<file path="src/rtl/core/rao_pkg.sv">
// Shared types, constants and helper functions for the rainbow arc overlay.
package rao_pkg;

  // canvas limits
  localparam int MAX_WIDTH = 128;
  localparam int MAX_ROWS  = 64;

  // arc geometry
  localparam int NUM_BANDS = 7;
  localparam int BAND_R0   = 26;
  localparam int BAND_STEP = 3;

  // fade schedule in frames
  localparam int FADE_IN      = 15;
  localparam int HOLD_END     = 60;
  localparam int TOTAL_FRAMES = 75;
  localparam int FADE_LEVELS  = 16;

  // color channels
  localparam int NUM_CHAN  = 3;
  localparam int CH_RED    = 0;
  localparam int CH_GREEN  = 1;
  localparam int CH_BLUE   = 2;

  // item function codes
  localparam logic FUNC_TICK  = 1'b0;
  localparam logic FUNC_PIXEL = 1'b1;

  // configuration register indexes
  localparam logic [1:0] REG_PANEL_WIDTH   = 2'd0;
  localparam logic [1:0] REG_WINDOW_TOP    = 2'd1;
  localparam logic [1:0] REG_WINDOW_BOTTOM = 2'd2;

  typedef struct packed {
    logic       func;
    logic [6:0] col;
    logic [5:0] row;
  } in_t;

  typedef struct packed {
    logic       hit;
    logic [7:0] red;
    logic [7:0] green;
    logic [7:0] blue;
    logic       finished;
  } out_t;

  // fade numerator (0..15) for a frame count
  function automatic logic [3:0] fade_num(logic [6:0] f);
    logic [3:0] n;
    if (f < 7'(FADE_IN)) begin
      n = f[3:0];
    end else if (f < 7'(HOLD_END)) begin
      n = 4'(FADE_IN);
    end else if (f >= 7'(TOTAL_FRAMES)) begin
      n = 4'd0;
    end else begin
      n = 4'(7'(TOTAL_FRAMES) - f);
    end
    return n;
  endfunction

  // full-brightness color of a band, one channel
  function automatic int band_chan(int b, int ch);
    logic [23:0] rgb;
    case (b)
      0: rgb = 24'hFF0000;
      1: rgb = 24'hFFA500;
      2: rgb = 24'hFFFF00;
      3: rgb = 24'h00C800;
      4: rgb = 24'h0000FF;
      5: rgb = 24'h4B0082;
      6: rgb = 24'h9400D3;
      default: rgb = 24'h000000;
    endcase
    return int'(rgb[8*(2-ch) +: 8]);
  endfunction

endpackage

</file>
<file path="src/rtl/core/rao_pixel.sv">
// Per-pixel arc band test and faded color lookup.
module rao_pixel (
  input  rao_pkg::in_t  pix,
  input  logic [7:0]    panel_width,
  input  logic [5:0]    window_top,
  input  logic [5:0]    window_bottom,
  input  logic [3:0]    fade,
  input  logic          finished,
  output rao_pkg::out_t result
);

  logic signed [8:0] d;
  logic [8:0]        ad;
  logic              near;
  logic              in_win;
  logic [6:0]        k;
  logic [7:0]        a;
  logic [15:0]       a_sq;
  logic [11:0]       d_sq;
  logic [14:0]       lo;
  logic [14:0]       hi;
  logic [rao_pkg::NUM_BANDS-1:0] band_hit;
  logic [7:0] fade_lut [rao_pkg::NUM_BANDS][rao_pkg::NUM_CHAN][rao_pkg::FADE_LEVELS];

  // horizontal offset from the centre in half pixels
  assign d    = $signed({1'b0, pix.col, 1'b0}) - $signed({1'b0, panel_width});
  assign ad   = d[8] ? 9'(-d) : 9'(d);
  assign near = (ad <= 9'(2 * rao_pkg::BAND_R0));

  assign in_win = (pix.func == rao_pkg::FUNC_PIXEL) && (fade != 4'd0) &&
                  ({1'b0, pix.col} < panel_width) &&
                  ({2'b00, pix.col} < 9'(rao_pkg::MAX_WIDTH)) &&
                  ({3'b000, pix.row} < 9'(rao_pkg::MAX_ROWS)) &&
                  (pix.row >= window_top) && (pix.row <= window_bottom);

  // k = rows above the arc base; pixel lies on band if round(sqrt(S)/2) is k or k+1,
  // i.e. (2k-1)^2 + d^2 <= 4r^2 < (2k+3)^2 + d^2
  assign k    = {1'b0, window_bottom} + 7'd1 - {1'b0, pix.row};
  assign a    = {k, 1'b0} - 8'd1;
  assign a_sq = 16'(a) * 16'(a);
  assign d_sq = 12'(ad[5:0]) * 12'(ad[5:0]);
  assign lo   = 15'(a_sq) + 15'(d_sq);
  assign hi   = lo + 15'({a, 3'b000}) + 15'd16;

  always_comb begin
    for (int b = 0; b < rao_pkg::NUM_BANDS; b++) begin
      band_hit[b] = in_win && near &&
        (lo <= 15'(4 * (rao_pkg::BAND_R0 - rao_pkg::BAND_STEP * b) *
                   (rao_pkg::BAND_R0 - rao_pkg::BAND_STEP * b))) &&
        (15'(4 * (rao_pkg::BAND_R0 - rao_pkg::BAND_STEP * b) *
             (rao_pkg::BAND_R0 - rao_pkg::BAND_STEP * b)) < hi);
    end
  end

  // faded palette, all constants: trunc(c*n/15)
  always_comb begin
    for (int b = 0; b < rao_pkg::NUM_BANDS; b++) begin
      for (int ch = 0; ch < rao_pkg::NUM_CHAN; ch++) begin
        for (int n = 0; n < rao_pkg::FADE_LEVELS; n++) begin
          fade_lut[b][ch][n] = 8'((rao_pkg::band_chan(b, ch) * n) / rao_pkg::FADE_IN);
        end
      end
    end
  end

  // higher bands override lower ones
  always_comb begin
    result.hit      = 1'b0;
    result.red      = 8'd0;
    result.green    = 8'd0;
    result.blue     = 8'd0;
    result.finished = finished;
    for (int b = 0; b < rao_pkg::NUM_BANDS; b++) begin
      if (band_hit[b]) begin
        result.hit   = 1'b1;
        result.red   = fade_lut[b][rao_pkg::CH_RED][fade];
        result.green = fade_lut[b][rao_pkg::CH_GREEN][fade];
        result.blue  = fade_lut[b][rao_pkg::CH_BLUE][fade];
      end
    end
  end

endmodule

</file>
<file path="src/rtl/core/rainbow_arc_overlay_pixel.sv">
// Top level: rainbow arc overlay, one result beat per input beat.
// An accepted beat goes to the input stage, its result to the output register.
// Throughput: one beat per cycle while out_stall is low; an input stage and an
// output register let one more beat be taken while a result is stalled.
// Reset (rst, synchronous, active high) empties both stages, clears the
// frame counter and loads width 64, window top 0, window bottom 31.
module rainbow_arc_overlay_pixel (
  input  logic          clk,
  input  logic          rst,
  input  logic          in_valid,
  output logic          in_stall,
  input  rao_pkg::in_t  in_data,
  output logic          out_valid,
  input  logic          out_stall,
  output rao_pkg::out_t out_data,
  input  logic          cfg_we,
  input  logic [1:0]    cfg_index,
  input  logic [7:0]    cfg_data
);

  logic          stage_valid;
  rao_pkg::in_t  stage;
  logic [7:0]    panel_width;
  logic [5:0]    window_top;
  logic [5:0]    window_bottom;
  logic [6:0]    frame_count;
  logic [6:0]    frame_count_next;
  logic [3:0]    fade;
  logic          accept;
  logic          advance;
  rao_pkg::out_t result;

  assign advance  = stage_valid && (!out_valid || !out_stall);
  assign in_stall = stage_valid && out_valid && out_stall;
  assign accept   = in_valid && !in_stall;

  always_comb begin
    frame_count_next = frame_count;
    if (advance && stage.func == rao_pkg::FUNC_TICK &&
        frame_count < 7'(rao_pkg::TOTAL_FRAMES)) begin
      frame_count_next = frame_count + 7'd1;
    end
  end

  rao_pixel u_pixel (
    .pix          (stage),
    .panel_width  (panel_width),
    .window_top   (window_top),
    .window_bottom(window_bottom),
    .fade         (fade),
    .finished     (frame_count_next >= 7'(rao_pkg::TOTAL_FRAMES)),
    .result       (result)
  );

  always_ff @(posedge clk) begin
    if (rst) begin
      stage_valid   <= 1'b0;
      out_valid     <= 1'b0;
      frame_count   <= 7'd0;
      fade          <= 4'd0;
      panel_width   <= 8'd64;
      window_top    <= 6'd0;
      window_bottom <= 6'd31;
    end else begin
      stage_valid <= accept || (stage_valid && !advance);
      out_valid   <= advance || (out_valid && out_stall);
      frame_count <= frame_count_next;
      fade        <= rao_pkg::fade_num(frame_count_next);
      if (cfg_we) begin
        case (cfg_index)
          rao_pkg::REG_PANEL_WIDTH:   panel_width   <= cfg_data;
          rao_pkg::REG_WINDOW_TOP:    window_top    <= cfg_data[5:0];
          rao_pkg::REG_WINDOW_BOTTOM: window_bottom <= cfg_data[5:0];
          default: ;
        endcase
      end
    end
  end

  // payload registers
  always_ff @(posedge clk) begin
    if (accept) begin
      stage <= in_data;
    end
    if (advance) begin
      out_data <= result;
    end
  end

endmodule
</file>
<file path="config.mk">
export PLATFORM = sky130hd
export DESIGN_NAME = rainbow_arc_overlay_pixel
export DESIGN_NICKNAME = d
export VERILOG_FILES = /design/src/rtl/core/rao_pkg.sv /design/src/rtl/core/rao_pixel.sv /design/src/rtl/core/rainbow_arc_overlay_pixel.sv
export SDC_FILE = /design/constraint.sdc
export NUM_CORES = 1
export LEC_CHECK = 0
export BUFFER_PORTS_ARGS = -buffer_cell sky130_fd_sc_hd__buf_2
export CAP_MARGIN = 15
export CORE_MARGIN = 3
export CORE_UTILIZATION = 45
export CTS_BUF_LIST = sky130_fd_sc_hd__clkbuf_8
export DETAILED_ROUTE_END_ITERATION = 8
export PLACE_DENSITY_LB_ADDON = 0.25
export SLEW_MARGIN = 20
export SYNTH_ARGS = -nofsm -noshare
export SYNTH_HDL_FRONTEND = slang
export SYNTH_SLANG_ARGS = --single-unit
export TNS_END_PERCENT = 5
</file>
<file path="constraint.sdc">
create_clock -name clk -period 11.1 [get_ports clk]
set_input_delay 2.22 -clock clk [delete_from_list [all_inputs] [get_ports clk]]
set_output_delay 2.22 -clock clk [all_outputs]
set_load 0.01 [all_outputs]
</file>
==> flow_summary.ini <==
[timing]
fin_tns_setup_ns = 0
fin_crit_sh = 0.940
slew_headroom = 0.402
fmax_mhz = 95.8
report.final.setup_viol = 0
clock_skew_ns = 0.0147
tightest_slew_ns = 0.897
min_period_ns = 10.44
hold_viol_final = 0
slew_viol_final = 0

[die]
start_util = 0.468
pin_count = 57
dieWidth_um = 144
dieHeight_um = 144
row_count = 49
die-area_mm2 = 0.0208
core-area_mm2 = 0.0184

[placed_design]
io_buffers = 56
gp_congestion = 0.895
place_inst = 1242
hpwl_um = 15200

[worst_setup_path]
worstSetupStartpointType = flip-flop
ff2ff_setup_slack_ns = 0.66
max_stage_delay_ns = 0.54
r2r_start = stage[1]
r2r-end = out_data[16]
crit_fanout = 9
ff2ff_path_depth = 36
crit_required_ns = 11.29
crit_type = reg -> reg
arrival_ns = 10.63
cp_common_cell = fa_1
crit_path_top_delay_cell = fa_1
endpoint_kind = flip-flop

[synthesis]
synth_edf_count = 40
async_flop_share = 0
netlist_area_mm2 = 0.00861
yosys.area.top_type = ha_1
syn_nets = 1164
syn_inst = 969
synthFlopType = edfxtp_1
ys_seq_area_frac = 0.216
synth_area_leaders = ha_1 16%, edfxtp_1 14%, fa_1 13%, dfxtp_1 7.7%, inv_1 6.3%
synth_cell_types = 97
syn_avg_cell_area_um2 = 8.88
synth_top_area_frac = 0.161
ys_seq_elements = 73
yosys_warnings = 0

[clocking]
clkSlewWorstSetupHoldPaths_ns = 0.08
clock-sinks = 73
ctsLongestPathBuffers = 2
cts-root-buf = clkbuf_8
cts_tree = done
clock_latency_ns = 0.37
cts_setup_buffers = 0
htreeDepth = 3
cts-buffers-inserted = 9

[min_path]
hold_depth = 2
hold_path_class = reg -> reg
holdPathEnd = out_valid
worstHoldStart = stage_valid

[grt]
antenna_found_initial = 0
grt.total_usage = 0.187
gr-total-overflow = 0
grt_max_degree = 43
grt_pass1_vias = 6579
grt_pass1_wl_um = 31400

[route]
wl_per_cell_um = 14.8
drt-total-wl_um = 18700
via_per_inst = 5.45
drc = 0
drtPass1Iterations = 5
postRouteAntennaNets = 0
vias = 6859
detail_route.iter0.violations = 486

[outcome]
run_status = completed

[layout]
syn2layout_area_growth_pct = 9.22
finalNonFillerCells = 1258
most-common-layout-cells = 146 x inv_1, 111 x ha_1, 82 x nor2_1
drive_gt1_frac = 0.132
fin_nets = 1219
antenna_cells_inserted = 0
layout_commonest_cell = inv_1

[run]
max-cap-violations = 0
==> flip-flops by register name, indices dropped and copies added (netlist names) <==
name,flops
window_top,6
frame_count,7
fade,4
out_valid,1
panel_width,8
window_bottom,6
out_data,26
stage_valid,1
stage,14
==> repair_timing <==
action                                  in CTS  in global routing
hold endpoints to repair                     0                  0
resized for setup                            0                 13
endpoints found under the setup margin       0                 25
hold buffers                                 0                  0
==> worst max path at each step <==
stage                              start            to  slack, ns  cells past startpoint
after floorplan                 stage[1]  out_data[16]       1.02                     36
after global placement          stage[1]  out_data[16]       0.54                     36
after detailed placement        stage[1]  out_data[16]       0.49                     36
after CTS                       stage[1]  out_data[16]       0.40                     36
after global routing      panel_width[0]  out_data[16]      -0.02                     38
final                           stage[1]  out_data[16]       0.66                     36
==> per-layer routing <==
metal | up-vias | wire length [um] | global-route usage
li1 | 3481 | - | -
met4 | 0 | 451 | 0.0619
met3 | 26 | 982 | 0.0380
met5 | - | 0 | 0
met2 | 167 | 8380 | 0.297
met1 | 3185 | 8850 | 0.256
==> cell families after synthesis <==
kind of cell / Yosys count / synth area share
xor gates and xnor gates: 42 / 0.0436
adders and majority gates: 166 / 0.289
and+or+nand+nor: 263 / 0.154
AOI/OAI and AO/OA: 239 / 0.197
buffers and inverters: 170 / 0.0807
DFF: 73 / 0.216
muxes: 16 / 0.0196
==> stage by stage <==
step | utilization | hold slack [ns] | cell area (um2) | setup slack [ns]
3_3_place_gp | 0.496 | 0.468 | 9130 | 0.540
4_1_cts | 0.507 | 0.497 | 9330 | 0.403
5_1_grt | 0.511 | 0.519 | 9400 | -0.0179
2_1_floorplan | - | 0.440 | 8610 | 1.02
3_5_place_dp | 0.496 | 0.483 | 9130 | 0.492
6_report | 0.511 | 0.491 | 9400 | 0.664
==> Yosys cell counts (9+ instances only) <==
| master | n |
|---|---|
| a211oi_1 | 10 |
| a21o_1 | 19 |
| a21oi_1 | 56 |
| a31oi_1 | 9 |
| clkbuf_1 | 16 |
| dfxtp_1 | 33 |
| edfxtp_1 | 40 |
| fa_1 | 55 |
| ha_1 | 111 |
| inv_1 | 145 |
| mux2i_1 | 12 |
| nand2_1 | 69 |
| nand2b_1 | 15 |
| nand3_1 | 9 |
| nor2_1 | 83 |
| o211ai_1 | 12 |
| o21a_1 | 12 |
| o21ai_0 | 34 |
| or3_1 | 10 |
| xnor2_1 | 25 |
| xor2_1 | 16 |
==> critical path: cells and delay by family (launching register included) <==
kind	cells	cell delay, ns
DFF	1	0.48
adders and majority gates	12	4.97
xor gates and xnor gates	2	0.43
muxes	2	0.53
and+or+nand+nor	6	1.21
buffers and inverters	4	0.27
AOI/OAI and AO/OA	10	2.38
==> cell type report <==
class | instances | area [um2]
clock buffer | 11 | 151
clock inverter | 5 | 53.8
fill | 1741 | 8990
inverter | 145 | 544
multi-input combinational | 726 | 6120
sequential | 73 | 1860
tap | 229 | 287
timing repair buffer | 69 | 378
Power is left out: the tool's default activity adds up to more than one toggle a clock period on the data nets, which glitch-free logic cannot reach.
